===== src/hdl/vbwp_pkg.sv =====
// shared types and constants for the voxel work partition unit
package vbwp_pkg;

    localparam int unsigned MaxExtentDef  = 1024;
    localparam int unsigned MaxWorkersDef = 64;

    localparam int unsigned CoordW = 10;
    localparam int unsigned CntW   = 7;
    localparam int unsigned CountW = 31;
    localparam int unsigned IdxW   = 3;

    // register indexes
    localparam logic [IdxW-1:0] RegXLow   = 3'd0;
    localparam logic [IdxW-1:0] RegXHigh  = 3'd1;
    localparam logic [IdxW-1:0] RegYLow   = 3'd2;
    localparam logic [IdxW-1:0] RegYHigh  = 3'd3;
    localparam logic [IdxW-1:0] RegZLow   = 3'd4;
    localparam logic [IdxW-1:0] RegZHigh  = 3'd5;
    localparam logic [IdxW-1:0] RegWorkers = 3'd6;

    // job kind decided by the front end
    typedef enum logic [1:0] {
        JOB_WORKER = 2'd0,
        JOB_HOST   = 2'd1,
        JOB_NONE   = 2'd2
    } t_job_kind;

    typedef enum logic [3:0] {
        ST_IDLE = 4'b0001,
        ST_DIVA = 4'b0010,
        ST_DIVB = 4'b0100,
        ST_DIVC = 4'b1000
    } t_be_state;

endpackage


===== src/hdl/voxel_bundle_work_partition_unit.sv =====
// top level of the voxel bundle work partition unit
//  channel  | direction | handshake      | payload
//  config   | in        | i_cfg_we       | i_cfg_index, i_cfg_data
//  request  | in        | push / full    | i_job_index
//  result   | out       | empty / pop    | o_start_x/y/z, o_voxel_count
// a request passes the front pipeline to the front tail, then the front bit-serial divide over
// PW = 3*EW+JW+1 numerator bits, and then the two back divides and the result write
// the back decode takes no new request until it has written the last result
// reset is synchronous, active low, and clears all handshake state
// full rises while the front tail holds an untaken item; empty while no result waits
module voxel_bundle_work_partition_unit #(
    parameter int unsigned MAX_EXTENT  = vbwp_pkg::MaxExtentDef,
    parameter int unsigned MAX_WORKERS = vbwp_pkg::MaxWorkersDef
) (
    input  logic                        i_clk,
    input  logic                        i_rst_n,
    input  logic                        i_cfg_we,
    input  logic [vbwp_pkg::IdxW-1:0]   i_cfg_index,
    input  logic [vbwp_pkg::CoordW-1:0] i_cfg_data,
    input  logic                        push,
    output logic                        full,
    input  logic [vbwp_pkg::CntW-1:0]   i_job_index,
    output logic                        empty,
    input  logic                        pop,
    output logic [vbwp_pkg::CoordW-1:0] o_start_x,
    output logic [vbwp_pkg::CoordW-1:0] o_start_y,
    output logic [vbwp_pkg::CoordW-1:0] o_start_z,
    output logic [vbwp_pkg::CountW-1:0] o_voxel_count
);
    import vbwp_pkg::*;

    localparam int unsigned EW = $clog2(MAX_EXTENT + 1);
    localparam int unsigned TW = 3 * EW;

    logic [CoordW-1:0] r_x_low, r_x_high, r_y_low, r_y_high, r_z_low, r_z_high;
    logic [CntW-1:0]   r_workers;

    // configuration registers
    always_ff @(posedge i_clk) begin
        if (!i_rst_n) begin
            r_x_low <= '0; r_x_high <= '0; r_y_low <= '0; r_y_high <= '0;
            r_z_low <= '0; r_z_high <= '0; r_workers <= CntW'(1);
        end else if (i_cfg_we) begin
            case (i_cfg_index)
                RegXLow:    r_x_low  <= i_cfg_data;
                RegXHigh:   r_x_high <= i_cfg_data;
                RegYLow:    r_y_low  <= i_cfg_data;
                RegYHigh:   r_y_high <= i_cfg_data;
                RegZLow:    r_z_low  <= i_cfg_data;
                RegZHigh:   r_z_high <= i_cfg_data;
                RegWorkers: r_workers <= i_cfg_data[CntW-1:0];
                default: ;
            endcase
        end
    end

    logic          f_valid, f_take;
    logic [TW-1:0] f_start, f_count;
    logic [EW-1:0] f_nx, f_ny;

    vbwp_front #(.MAX_EXTENT(MAX_EXTENT), .MAX_WORKERS(MAX_WORKERS), .EW(EW), .TW(TW))
    u_front (
        .i_clk, .i_rst_n,
        .i_x_low(r_x_low), .i_x_high(r_x_high), .i_y_low(r_y_low),
        .i_y_high(r_y_high), .i_z_low(r_z_low), .i_z_high(r_z_high),
        .i_worker_count(r_workers),
        .i_push(push && !full), .i_job_index, .o_full(full),
        .o_valid(f_valid), .i_take(f_take),
        .o_start(f_start), .o_count(f_count), .o_nx(f_nx), .o_ny(f_ny)
    );

    vbwp_back #(.EW(EW), .TW(TW)) u_back (
        .i_clk, .i_rst_n,
        .i_valid(f_valid), .o_take(f_take),
        .i_start(f_start), .i_count(f_count), .i_nx(f_nx), .i_ny(f_ny),
        .i_x_low(r_x_low), .i_y_low(r_y_low), .i_z_low(r_z_low),
        .i_pop(pop), .o_empty(empty),
        .o_start_x, .o_start_y, .o_start_z, .o_voxel_count
    );
endmodule


===== src/hdl/vbwp_front.sv =====
// front end: extents, job classification and share boundaries
module vbwp_front #(
    parameter int unsigned MAX_EXTENT  = vbwp_pkg::MaxExtentDef,
    parameter int unsigned MAX_WORKERS = vbwp_pkg::MaxWorkersDef,
    parameter int unsigned EW = $clog2(MAX_EXTENT + 1),
    parameter int unsigned TW = 3 * EW
) (
    input  logic                        i_clk,
    input  logic                        i_rst_n,
    input  logic [vbwp_pkg::CoordW-1:0] i_x_low,
    input  logic [vbwp_pkg::CoordW-1:0] i_x_high,
    input  logic [vbwp_pkg::CoordW-1:0] i_y_low,
    input  logic [vbwp_pkg::CoordW-1:0] i_y_high,
    input  logic [vbwp_pkg::CoordW-1:0] i_z_low,
    input  logic [vbwp_pkg::CoordW-1:0] i_z_high,
    input  logic [vbwp_pkg::CntW-1:0]   i_worker_count,
    input  logic                        i_push,
    input  logic [vbwp_pkg::CntW-1:0]   i_job_index,
    output logic                        o_full,
    output logic                        o_valid,
    input  logic                        i_take,
    output logic [TW-1:0]               o_start,
    output logic [TW-1:0]               o_count,
    output logic [EW-1:0]               o_nx,
    output logic [EW-1:0]               o_ny
);
    import vbwp_pkg::*;

    localparam int unsigned JW = $clog2(MAX_WORKERS + 2);

    function automatic logic [EW-1:0] extent(input logic [CoordW-1:0] lo,
                                             input logic [CoordW-1:0] hi);
        logic [CoordW:0] e;
        begin
            e = {1'b0, hi} - {1'b0, lo} + 1'b1;
            if (hi < lo) return '0;
            if (32'(e) > MAX_EXTENT) return EW'(MAX_EXTENT);
            return EW'(e);
        end
    endfunction

    logic [EW-1:0] nx, ny, nz;
    logic [CntW:0] jobs_c;
    logic [JW-1:0] jobs;
    assign nx = extent(i_x_low, i_x_high);
    assign ny = extent(i_y_low, i_y_high);
    assign nz = extent(i_z_low, i_z_high);
    always_comb begin
        jobs_c = {1'b0, i_worker_count};
        if (jobs_c == '0) jobs_c = (CntW+1)'(1);
        if (32'(jobs_c) > MAX_WORKERS) jobs_c = (CntW+1)'(MAX_WORKERS);
    end
    assign jobs = JW'(jobs_c);

    // stage 1: product nx*ny and classify
    logic          r_v1, r_v2, r_v3, r_v4;
    logic [2*EW-1:0] r_nxy;
    logic [EW-1:0] r_nz, r_nx1, r_ny1;
    logic [JW-1:0] r_job1, r_jobs1;
    t_job_kind     r_kind1, n_kind;
    logic          adv1, adv2, adv3, adv4;

    always_comb begin
        if ({1'b0, i_job_index} == (CntW+1)'(jobs)) n_kind = JOB_HOST;
        else if ({1'b0, i_job_index} < (CntW+1)'(jobs)) n_kind = JOB_WORKER;
        else n_kind = JOB_NONE;
    end

    // pipeline moves as a whole when the tail is free
    assign adv4 = !r_v4 || i_take;
    assign adv3 = adv4;
    assign adv2 = adv4;
    assign adv1 = adv4;
    assign o_full = !adv4;

    always_ff @(posedge i_clk) begin
        if (adv1) begin
            r_nxy   <= (2*EW)'(nx) * (2*EW)'(ny);
            r_nz    <= nz;
            r_nx1   <= nx;
            r_ny1   <= ny;
            r_job1  <= JW'(i_job_index);
            r_jobs1 <= jobs;
            r_kind1 <= n_kind;
        end
    end

    // stage 2: total product
    logic [TW-1:0] r_total2;
    logic [EW-1:0] r_nx2, r_ny2;
    logic [JW-1:0] r_job2, r_jobs2;
    t_job_kind     r_kind2;
    always_ff @(posedge i_clk) begin
        if (adv2) begin
            r_total2 <= TW'(r_nxy * (TW-EW)'(0) + r_nxy) * TW'(r_nz);
            r_nx2 <= r_nx1; r_ny2 <= r_ny1;
            r_job2 <= r_job1; r_jobs2 <= r_jobs1; r_kind2 <= r_kind1;
        end
    end

    // stage 3: numerators for both edges
    localparam int unsigned PW = TW + JW + 1;
    logic [PW-1:0] r_na, r_nb;
    logic [TW-1:0] r_total3;
    logic [EW-1:0] r_nx3, r_ny3;
    logic [JW-1:0] r_jobs3;
    t_job_kind     r_kind3;
    logic [TW-3:0] bundles;
    assign bundles = r_total2[TW-1:2];
    always_ff @(posedge i_clk) begin
        if (adv3) begin
            r_na <= ((PW'(bundles) * PW'(r_job2)) << 1) + PW'(r_jobs2);
            r_nb <= ((PW'(bundles) * (PW'(r_job2) + 1'b1)) << 1) + PW'(r_jobs2);
            r_total3 <= r_total2;
            r_nx3 <= r_nx2; r_ny3 <= r_ny2; r_jobs3 <= r_jobs2; r_kind3 <= r_kind2;
        end
    end

    // stage 4: hold the operands while the share edges are divided by 2*jobs
    logic [PW-1:0] r_na4, r_nb4;
    logic [TW-1:0] r_total4;
    logic [EW-1:0] r_nx4, r_ny4;
    logic [JW-1:0] r_jobs4;
    t_job_kind     r_kind4;
    always_ff @(posedge i_clk) begin
        if (adv4) begin
            r_na4 <= r_na; r_nb4 <= r_nb; r_total4 <= r_total3;
            r_nx4 <= r_nx3; r_ny4 <= r_ny3; r_jobs4 <= r_jobs3; r_kind4 <= r_kind3;
        end
    end

    always_ff @(posedge i_clk) begin
        if (!i_rst_n) begin
            r_v1 <= 1'b0; r_v2 <= 1'b0; r_v3 <= 1'b0; r_v4 <= 1'b0;
        end else if (adv4) begin
            r_v1 <= i_push; r_v2 <= r_v1; r_v3 <= r_v2; r_v4 <= r_v3;
        end
    end

    // share edges: divide both numerators by 2*jobs, bit-serial per entry
    logic [PW-1:0] r_qa, r_qb, r_ra, r_rb;
    logic [$clog2(PW+1)-1:0] r_bit;
    logic r_busy, r_done;
    logic [JW:0] dv;
    logic [PW:0] ta, tb;
    assign dv = {r_jobs4, 1'b0};
    assign ta = {r_ra, r_na4[PW-1 - r_bit[$clog2(PW)-1:0]]};
    assign tb = {r_rb, r_nb4[PW-1 - r_bit[$clog2(PW)-1:0]]};
    always_ff @(posedge i_clk) begin
        if (!i_rst_n) begin
            r_busy <= 1'b0; r_done <= 1'b0; r_bit <= '0;
        end else if (r_v4 && !r_busy && !r_done) begin
            r_busy <= 1'b1; r_bit <= '0; r_qa <= '0; r_qb <= '0; r_ra <= '0; r_rb <= '0;
        end else if (r_busy) begin
            r_ra <= (ta >= (PW+1)'(dv)) ? PW'(ta - (PW+1)'(dv)) : PW'(ta);
            r_rb <= (tb >= (PW+1)'(dv)) ? PW'(tb - (PW+1)'(dv)) : PW'(tb);
            r_qa <= {r_qa[PW-2:0], ta >= (PW+1)'(dv)};
            r_qb <= {r_qb[PW-2:0], tb >= (PW+1)'(dv)};
            r_bit <= r_bit + 1'b1;
            if (32'(r_bit) == PW-1) begin
                r_busy <= 1'b0; r_done <= 1'b1;
            end
        end else if (r_done && i_take) begin
            r_done <= 1'b0;
        end
    end

    assign o_valid = r_done;
    always_comb begin
        o_start = '0;
        o_count = '0;
        case (r_kind4)
            JOB_HOST: begin
                o_count = TW'(r_total4[1:0]);
                o_start = r_total4 - o_count;
            end
            JOB_WORKER: begin
                o_start = TW'(r_qa << 2);
                o_count = TW'((r_qb - r_qa) << 2);
            end
            default: ;
        endcase
    end
    assign o_nx = r_nx4;
    assign o_ny = r_ny4;

    // the tail only frees once a finished result is taken
    assert property (@(posedge i_clk) disable iff (!i_rst_n) r_busy |-> !r_done)
        else $error("front divider busy and done together");
    assert property (@(posedge i_clk) disable iff (!i_rst_n) r_done |-> r_v4)
        else $error("front result without held item");
    assert property (@(posedge i_clk) disable iff (!i_rst_n)
        (r_v4 && !i_take) |=> r_v4)
        else $error("front tail item lost");
endmodule


===== src/hdl/vbwp_back.sv =====
// back end: start offset decode into coordinates and result queue
module vbwp_back #(
    parameter int unsigned EW = 11,
    parameter int unsigned TW = 33
) (
    input  logic                        i_clk,
    input  logic                        i_rst_n,
    input  logic                        i_valid,
    output logic                        o_take,
    input  logic [TW-1:0]               i_start,
    input  logic [TW-1:0]               i_count,
    input  logic [EW-1:0]               i_nx,
    input  logic [EW-1:0]               i_ny,
    input  logic [vbwp_pkg::CoordW-1:0] i_x_low,
    input  logic [vbwp_pkg::CoordW-1:0] i_y_low,
    input  logic [vbwp_pkg::CoordW-1:0] i_z_low,
    input  logic                        i_pop,
    output logic                        o_empty,
    output logic [vbwp_pkg::CoordW-1:0] o_start_x,
    output logic [vbwp_pkg::CoordW-1:0] o_start_y,
    output logic [vbwp_pkg::CoordW-1:0] o_start_z,
    output logic [vbwp_pkg::CountW-1:0] o_voxel_count
);
    import vbwp_pkg::*;

    localparam int unsigned CW = $clog2(TW + 1);

    t_be_state r_st;
    logic [TW-1:0] r_num, r_q, r_rem, r_cnt;
    logic [EW-1:0] r_nx, r_ny, r_div, r_px;
    logic [CW-1:0] r_bit;
    logic [TW:0]   t;
    logic          ge;
    logic          r_ov;

    assign t  = {r_rem, r_num[TW-1 - r_bit]};
    assign ge = (r_div != '0) && (t >= (TW+1)'(r_div));

    assign o_take = (r_st == ST_IDLE) && i_valid && (!r_ov || i_pop);
    assign o_empty = !r_ov;

    // two serial divisions, by nx then by ny, then the result write
    always_ff @(posedge i_clk) begin
        if (!i_rst_n) begin
            r_st <= ST_IDLE; r_ov <= 1'b0;
        end else begin
            if (i_pop && r_ov && r_st != ST_DIVC) r_ov <= 1'b0;
            case (r_st)
                ST_IDLE: begin
                    if (o_take) begin
                        r_num <= i_start; r_cnt <= i_count;
                        r_nx <= i_nx; r_ny <= i_ny; r_div <= i_nx;
                        r_q <= '0; r_rem <= '0; r_bit <= '0;
                        r_st <= ST_DIVA;
                    end
                end
                ST_DIVA, ST_DIVB: begin
                    if (32'(r_bit) == TW-1 && r_st == ST_DIVA) begin
                        r_px <= (r_nx == '0) ? '0 : EW'(ge ? t - (TW+1)'(r_div) : t);
                        r_num <= {r_q[TW-2:0], ge};
                        r_div <= r_ny; r_q <= '0; r_rem <= '0; r_bit <= '0;
                        r_st <= ST_DIVB;
                    end else begin
                        r_rem <= ge ? TW'(t - (TW+1)'(r_div)) : TW'(t);
                        r_q <= {r_q[TW-2:0], ge};
                        r_bit <= r_bit + 1'b1;
                        if (32'(r_bit) == TW-1) r_st <= ST_DIVC;
                    end
                end
                ST_DIVC: begin
                    if (!r_ov || i_pop) begin
                        o_start_x <= CoordW'(r_px) + i_x_low;
                        o_start_y <= ((r_ny == '0) ? CoordW'(r_num) : CoordW'(r_rem)) + i_y_low;
                        o_start_z <= CoordW'(r_q) + i_z_low;
                        o_voxel_count <= CountW'(r_cnt);
                        r_ov <= 1'b1;
                        r_st <= ST_IDLE;
                    end
                end
                default: r_st <= ST_IDLE;
            endcase
        end
    end

    assert property (@(posedge i_clk) disable iff (!i_rst_n) $onehot(r_st))
        else $error("back state not one-hot");
    assert property (@(posedge i_clk) disable iff (!i_rst_n)
        (r_st == ST_DIVC && (!r_ov || i_pop)) |=> r_ov)
        else $error("back result not queued");
    assert property (@(posedge i_clk) disable iff (!i_rst_n)
        (r_ov && !i_pop) |=> (r_ov && $stable(o_voxel_count)))
        else $error("back result changed while waiting");
endmodule

===== config.mk =====
export PLATFORM = sky130hd
export DESIGN_NAME = voxel_bundle_work_partition_unit
export DESIGN_NICKNAME = d
export VERILOG_FILES = /design/src/hdl/vbwp_pkg.sv /design/src/hdl/voxel_bundle_work_partition_unit.sv /design/src/hdl/vbwp_front.sv /design/src/hdl/vbwp_back.sv
export SDC_FILE = /design/constraint.sdc
export NUM_CORES = 2
export LEC_CHECK = 0
export BUFFER_PORTS_ARGS = -buffer_cell sky130_fd_sc_hd__buf_2
export CORE_UTILIZATION = 65
export DETAILED_ROUTE_END_ITERATION = 6
export PLACE_DENSITY_LB_ADDON = 0.3
export SLEW_MARGIN = 20
export SYNTH_ARGS = -nofsm -noshare
export SYNTH_HDL_FRONTEND = slang
export SYNTH_SLANG_ARGS = --single-unit

===== constraint.sdc =====
create_clock -name i_clk -period 15.88 [get_ports i_clk]
set_input_delay 1.588 -clock i_clk [delete_from_list [all_inputs] [get_ports i_clk]]
set_output_delay 1.588 -clock i_clk [all_outputs]
set_load 0.02 [all_outputs]

==> flow_metrics.env <==
export IMPL_cts_resized=0
export IMPL_synth_xor_area_share_pct=4.65
export IMPL_routed_wl_mm=151
export IMPL_die_area_um2=104000
export IMPL_globalplace_congestion=0.922
export IMPL_rows=116
export IMPL_arrival_ps=9520
export IMPL_cap_violations=0
export IMPL_drt_iter0_drc=3629
export IMPL_chipHeight_um=322
export IMPL_muxShareOfSynthArea_pct=2.05
export IMPL_core_area_um2=101000
export IMPL_critical_path_slowest_cell="a21oi_1"
export IMPL_synth_top_cell_by_area="edfxtp_1"
export IMPL_slew_violations=0
export IMPL_slowest_delay_ps=580
export IMPL_viasPerCell=5.89
export IMPL_place_area_um2=68200
export IMPL_cts_setup_buffers=0
export IMPL_synth_seq_cells=893
export IMPL_fin_crit_ps=9090
export IMPL_root_buffer="clkbuf_16"
export IMPL_syn2layout_area_growth_pct=7.54
export IMPL_wl_per_cell_um=19.7
export IMPL_synth_compound_area_share_pct=7.09
export IMPL_design_area_um2=71500
export IMPL_synth_fa_ha_area_share_pct=25.9
export IMPL_hold_viol_final=0
export IMPL_grt_pass1_wl_mm=246
export IMPL_synth_simple_gate_area_share_pct=15.3
export IMPL_nFillCells=7276
export IMPL_die_width_um=322
export IMPL_clock_sinks=893
export IMPL_finalSetupViolCount=0
export IMPL_synth_cells=6264
export IMPL_grt_overflow=0
export IMPL_ios=88
export IMPL_drtAntennaViolNets=0
export IMPL_cp_required_ps=16310
export IMPL_setup_tns_ps=0
export IMPL_route_vias_total=45300
export IMPL_yosys_warnings=0
export IMPL_ys_types=89
export IMPL_grt_setup_unrepaired="false"
export IMPL_clkLatencyLatePin_ps=690
export IMPL_critPathMaxFanout=7
export IMPL_ys_seq_area_share_pct=39.0
export IMPL_grt_util_all_layers_pct=30.3
export IMPL_worstMarginPinSlew_ps=1160
export IMPL_clock_fmax_mhz=110
export IMPL_finalCritPeriodShare_pct=57.2
export IMPL_antenna_found_initial=1
export IMPL_grt_pass1_vias=46100
export IMPL_power_density_nw_per_um2=158
export IMPL_holdBufCountCts=0
export IMPL_synth_top_family_by_area="adder cells"
export IMPL_clockBufferDepth=3
export IMPL_hold_class="reg2reg"
export IMPL_finalClockSkew_ps=20.8
export IMPL_fin_nets=7298
export IMPL_worstSetupPathType="reg2reg"
export IMPL_synth_top_flop_cell="edfxtp_1"
export IMPL_cts_buffers=93
export IMPL_dp_final_hpwl_mm=111
export IMPL_syn_area_um2=66500
export IMPL_drive_gt1_share_pct=6.29
export IMPL_h_tree_depth=3
export IMPL_outcome="completed"
export IMPL_cts_tree="built"
export IMPL_endpoint_kind="flop"
export IMPL_synth_net_count=7307
export IMPL_maxSlewHeadroom_pct=22.4
export IMPL_grt_start_max_net_pins=97
export IMPL_synth_edf_count=809
export IMPL_start_util_pct=66.0
export IMPL_first_pass_iters=6
export IMPL_clk_pin_slew_ps=60
export IMPL_remaining_drc_errors=0
export IMPL_io_buffers=87
export IMPL_vdd_ir_drop_worst_uv=177
export IMPL_p_leak_nw=30.8
export IMPL_synth_top_cell_area_share_pct=36.5
export IMPL_start_kind="flop"
export IMPL_synth_area_leaders="edfxtp_1 37%, fa_1 18%, ha_1 7.8%"
export IMPL_avgSynthCellArea_um2=10.6
export IMPL_async_flop_share_pct=0
[stage by stage]
| step | hold WS [ps] | power, mW | setup WS [ps] | cells | utilization [%] |
|---|---|---|---|---|---|
| 2_1_floorplan | 400 | 7.59 | 1150 | 6264 | - |
| 3_3_place_gp | 400 | 8.79 | 7000 | 7517 | 67.7 |
| 3_5_place_dp | 405 | 8.94 | 6990 | 7517 | 67.7 |
| 4_1_cts | 400 | 11.3 | 6870 | 7689 | 71.0 |
| 5_1_grt | 412 | 12.1 | 6230 | 7689 | 71.0 |
| 6_report | 408 | 11.3 | 6790 | 7690 | 71.0 |
[cells by family (layout without fill, tap and decap cells)]
| group | after synthesis | after routing |
|---|---|---|
| flops | 893 | 893 |
| buf+inv | 1048 | 1116 |
| compound gates | 728 | 728 |
| xor+xnor | 353 | 353 |
| fa+ha+maj | 1018 | 1018 |
| simple gates | 2129 | 2129 |
| mux | 95 | 95 |
| other cells | 0 | 1 |
[synth_stat cells (9+ instances only)]
cell type  number
edfxtp_1      809
fa_1          601
xnor2_1       212
nor3_1         77
a21boi_0       14
nand4_1        28
o2111ai_1      10
clkbuf_1      226
o21bai_1       44
nand3b_1       14
and3_1         60
o31ai_1        38
o21a_1         25
and2_1        267
nand2b_1       72
xor2_1        141
or2_2          15
nor2_1        434
a21o_1         74
nor3b_1        10
nor4b_1        10
o41ai_1        11
nand3_1        92
a211oi_1       19
or4_1          20
o211ai_1       18
o21ai_0       107
mux2i_1        45
mux4_2         31
a31oi_1        18
dfxtp_1        84
ha_1          417
inv_1         799
nand2_1       828
a21oi_1       257
nor4_1         28
o31a_1         20
mux2_2         19
nor2b_1       108
a211o_1         9
or3_1          29
[report_power, final]
part	total (mW)	leakage [nW]	switching [mW]	internal (mW)
clock	2.35	1.58	0.956	1.39
sequential	3.50	9.03	0.354	3.14
combinational	5.44	20.2	3.31	2.13
[per-layer routing]
metal | wire length (µm) | share of wire (%) | up-vias | track usage [%]
li1 | - | - | 20800 | -
met1 | 63000 | 42 | 22600 | 41.5
met2 | 71700 | 47 | 1544 | 49.2
met3 | 12200 | 8.1 | 262 | 5.77
met4 | 4250 | 2.8 | 2 | 9.44
met5 | 8 | 0.0053 | - | 0
[worst paths after layout]
kind	slack [ps]	startpoint	depth (start not counted)	endpoint
setup / recovery	6790	r_y_low[2]	35	u_front.r_nxy[21]
hold / removal	410	u_front.r_total3[16]	0	u_front.r_total4[16]
setup reg to reg	6790	r_y_low[2]	35	u_front.r_nxy[21]
hold reg to reg	410	u_front.r_total3[16]	0	u_front.r_total4[16]
[cell type report]
| type | count | area, µm² | share of cell area (%) |
|---|---|---|---|
| diodes | 1 | 2.50 | 0.00350 |
| clock buffers | 105 | 2400 | 3.36 |
| clock inverters | 67 | 918 | 1.28 |
| inverters | 801 | 3010 | 4.20 |
| multi-input cells | 4323 | 36700 | 51.3 |
| flip-flops and latches | 893 | 26000 | 36.3 |
| well taps | 1357 | 1700 | 2.37 |
| repair buffers | 143 | 860 | 1.20 |
[worst max-delay path, delay by kind of cell, from the launching register on]
kind            cells  cell delay [ps]
xor+xnor            2              380
compound gates     17             3800
flops               1              350
fa+ha+maj           8             3060
simple gates        3              640
buf+inv             5              560
[cell usage in the layout, fill, tap and decap left out, drive strengths merged, types with 25 or more instances in the layout]
cell    netlist  routed
ha          417     417
fa          601     601
nor3         78      78
and3         60      60
nor2        434     434
o21ai       111     111
nor4         32      32
xor2        141     141
and2        267     267
dfxtp        84      84
or3          32      32
inv         799     805
clkinv        2      36
nand3        93      93
edfxtp      809     809
nand2       828     828
nand2b       72      72
a21o         74      74
mux2i        45      45
a21oi       257     257
mux4         31      31
nand4        28      28
xnor2       212     212
o31ai        40      40
o21a         25      25
clkbuf      226     105
o21bai       44      44
buf          21     143
nor2b       108     108
[sequential cells by signal, indices dropped and copies added (netlist names), 22 cells and up]
| signal | cells |
|---|---|
| u_front.r_total4 | 33 |
| u_front.r_rb | 41 |
| u_front.r_ra | 41 |
| u_front.r_total2 | 33 |
| u_back.o_voxel_count | 31 |
| u_back.r_cnt | 31 |
| u_front.r_qa | 31 |
| u_front.r_total3 | 33 |
| u_back.r_num | 33 |
| u_front.r_na | 39 |
| u_back.r_rem | 33 |
| u_front.r_qb | 29 |
| u_front.r_nb4 | 40 |
| u_front.r_na4 | 39 |
| u_front.r_nxy | 22 |
| u_back.r_q | 32 |
| u_front.r_nb | 40 |
No activity file was read; power rests on OpenSTA's default activity.
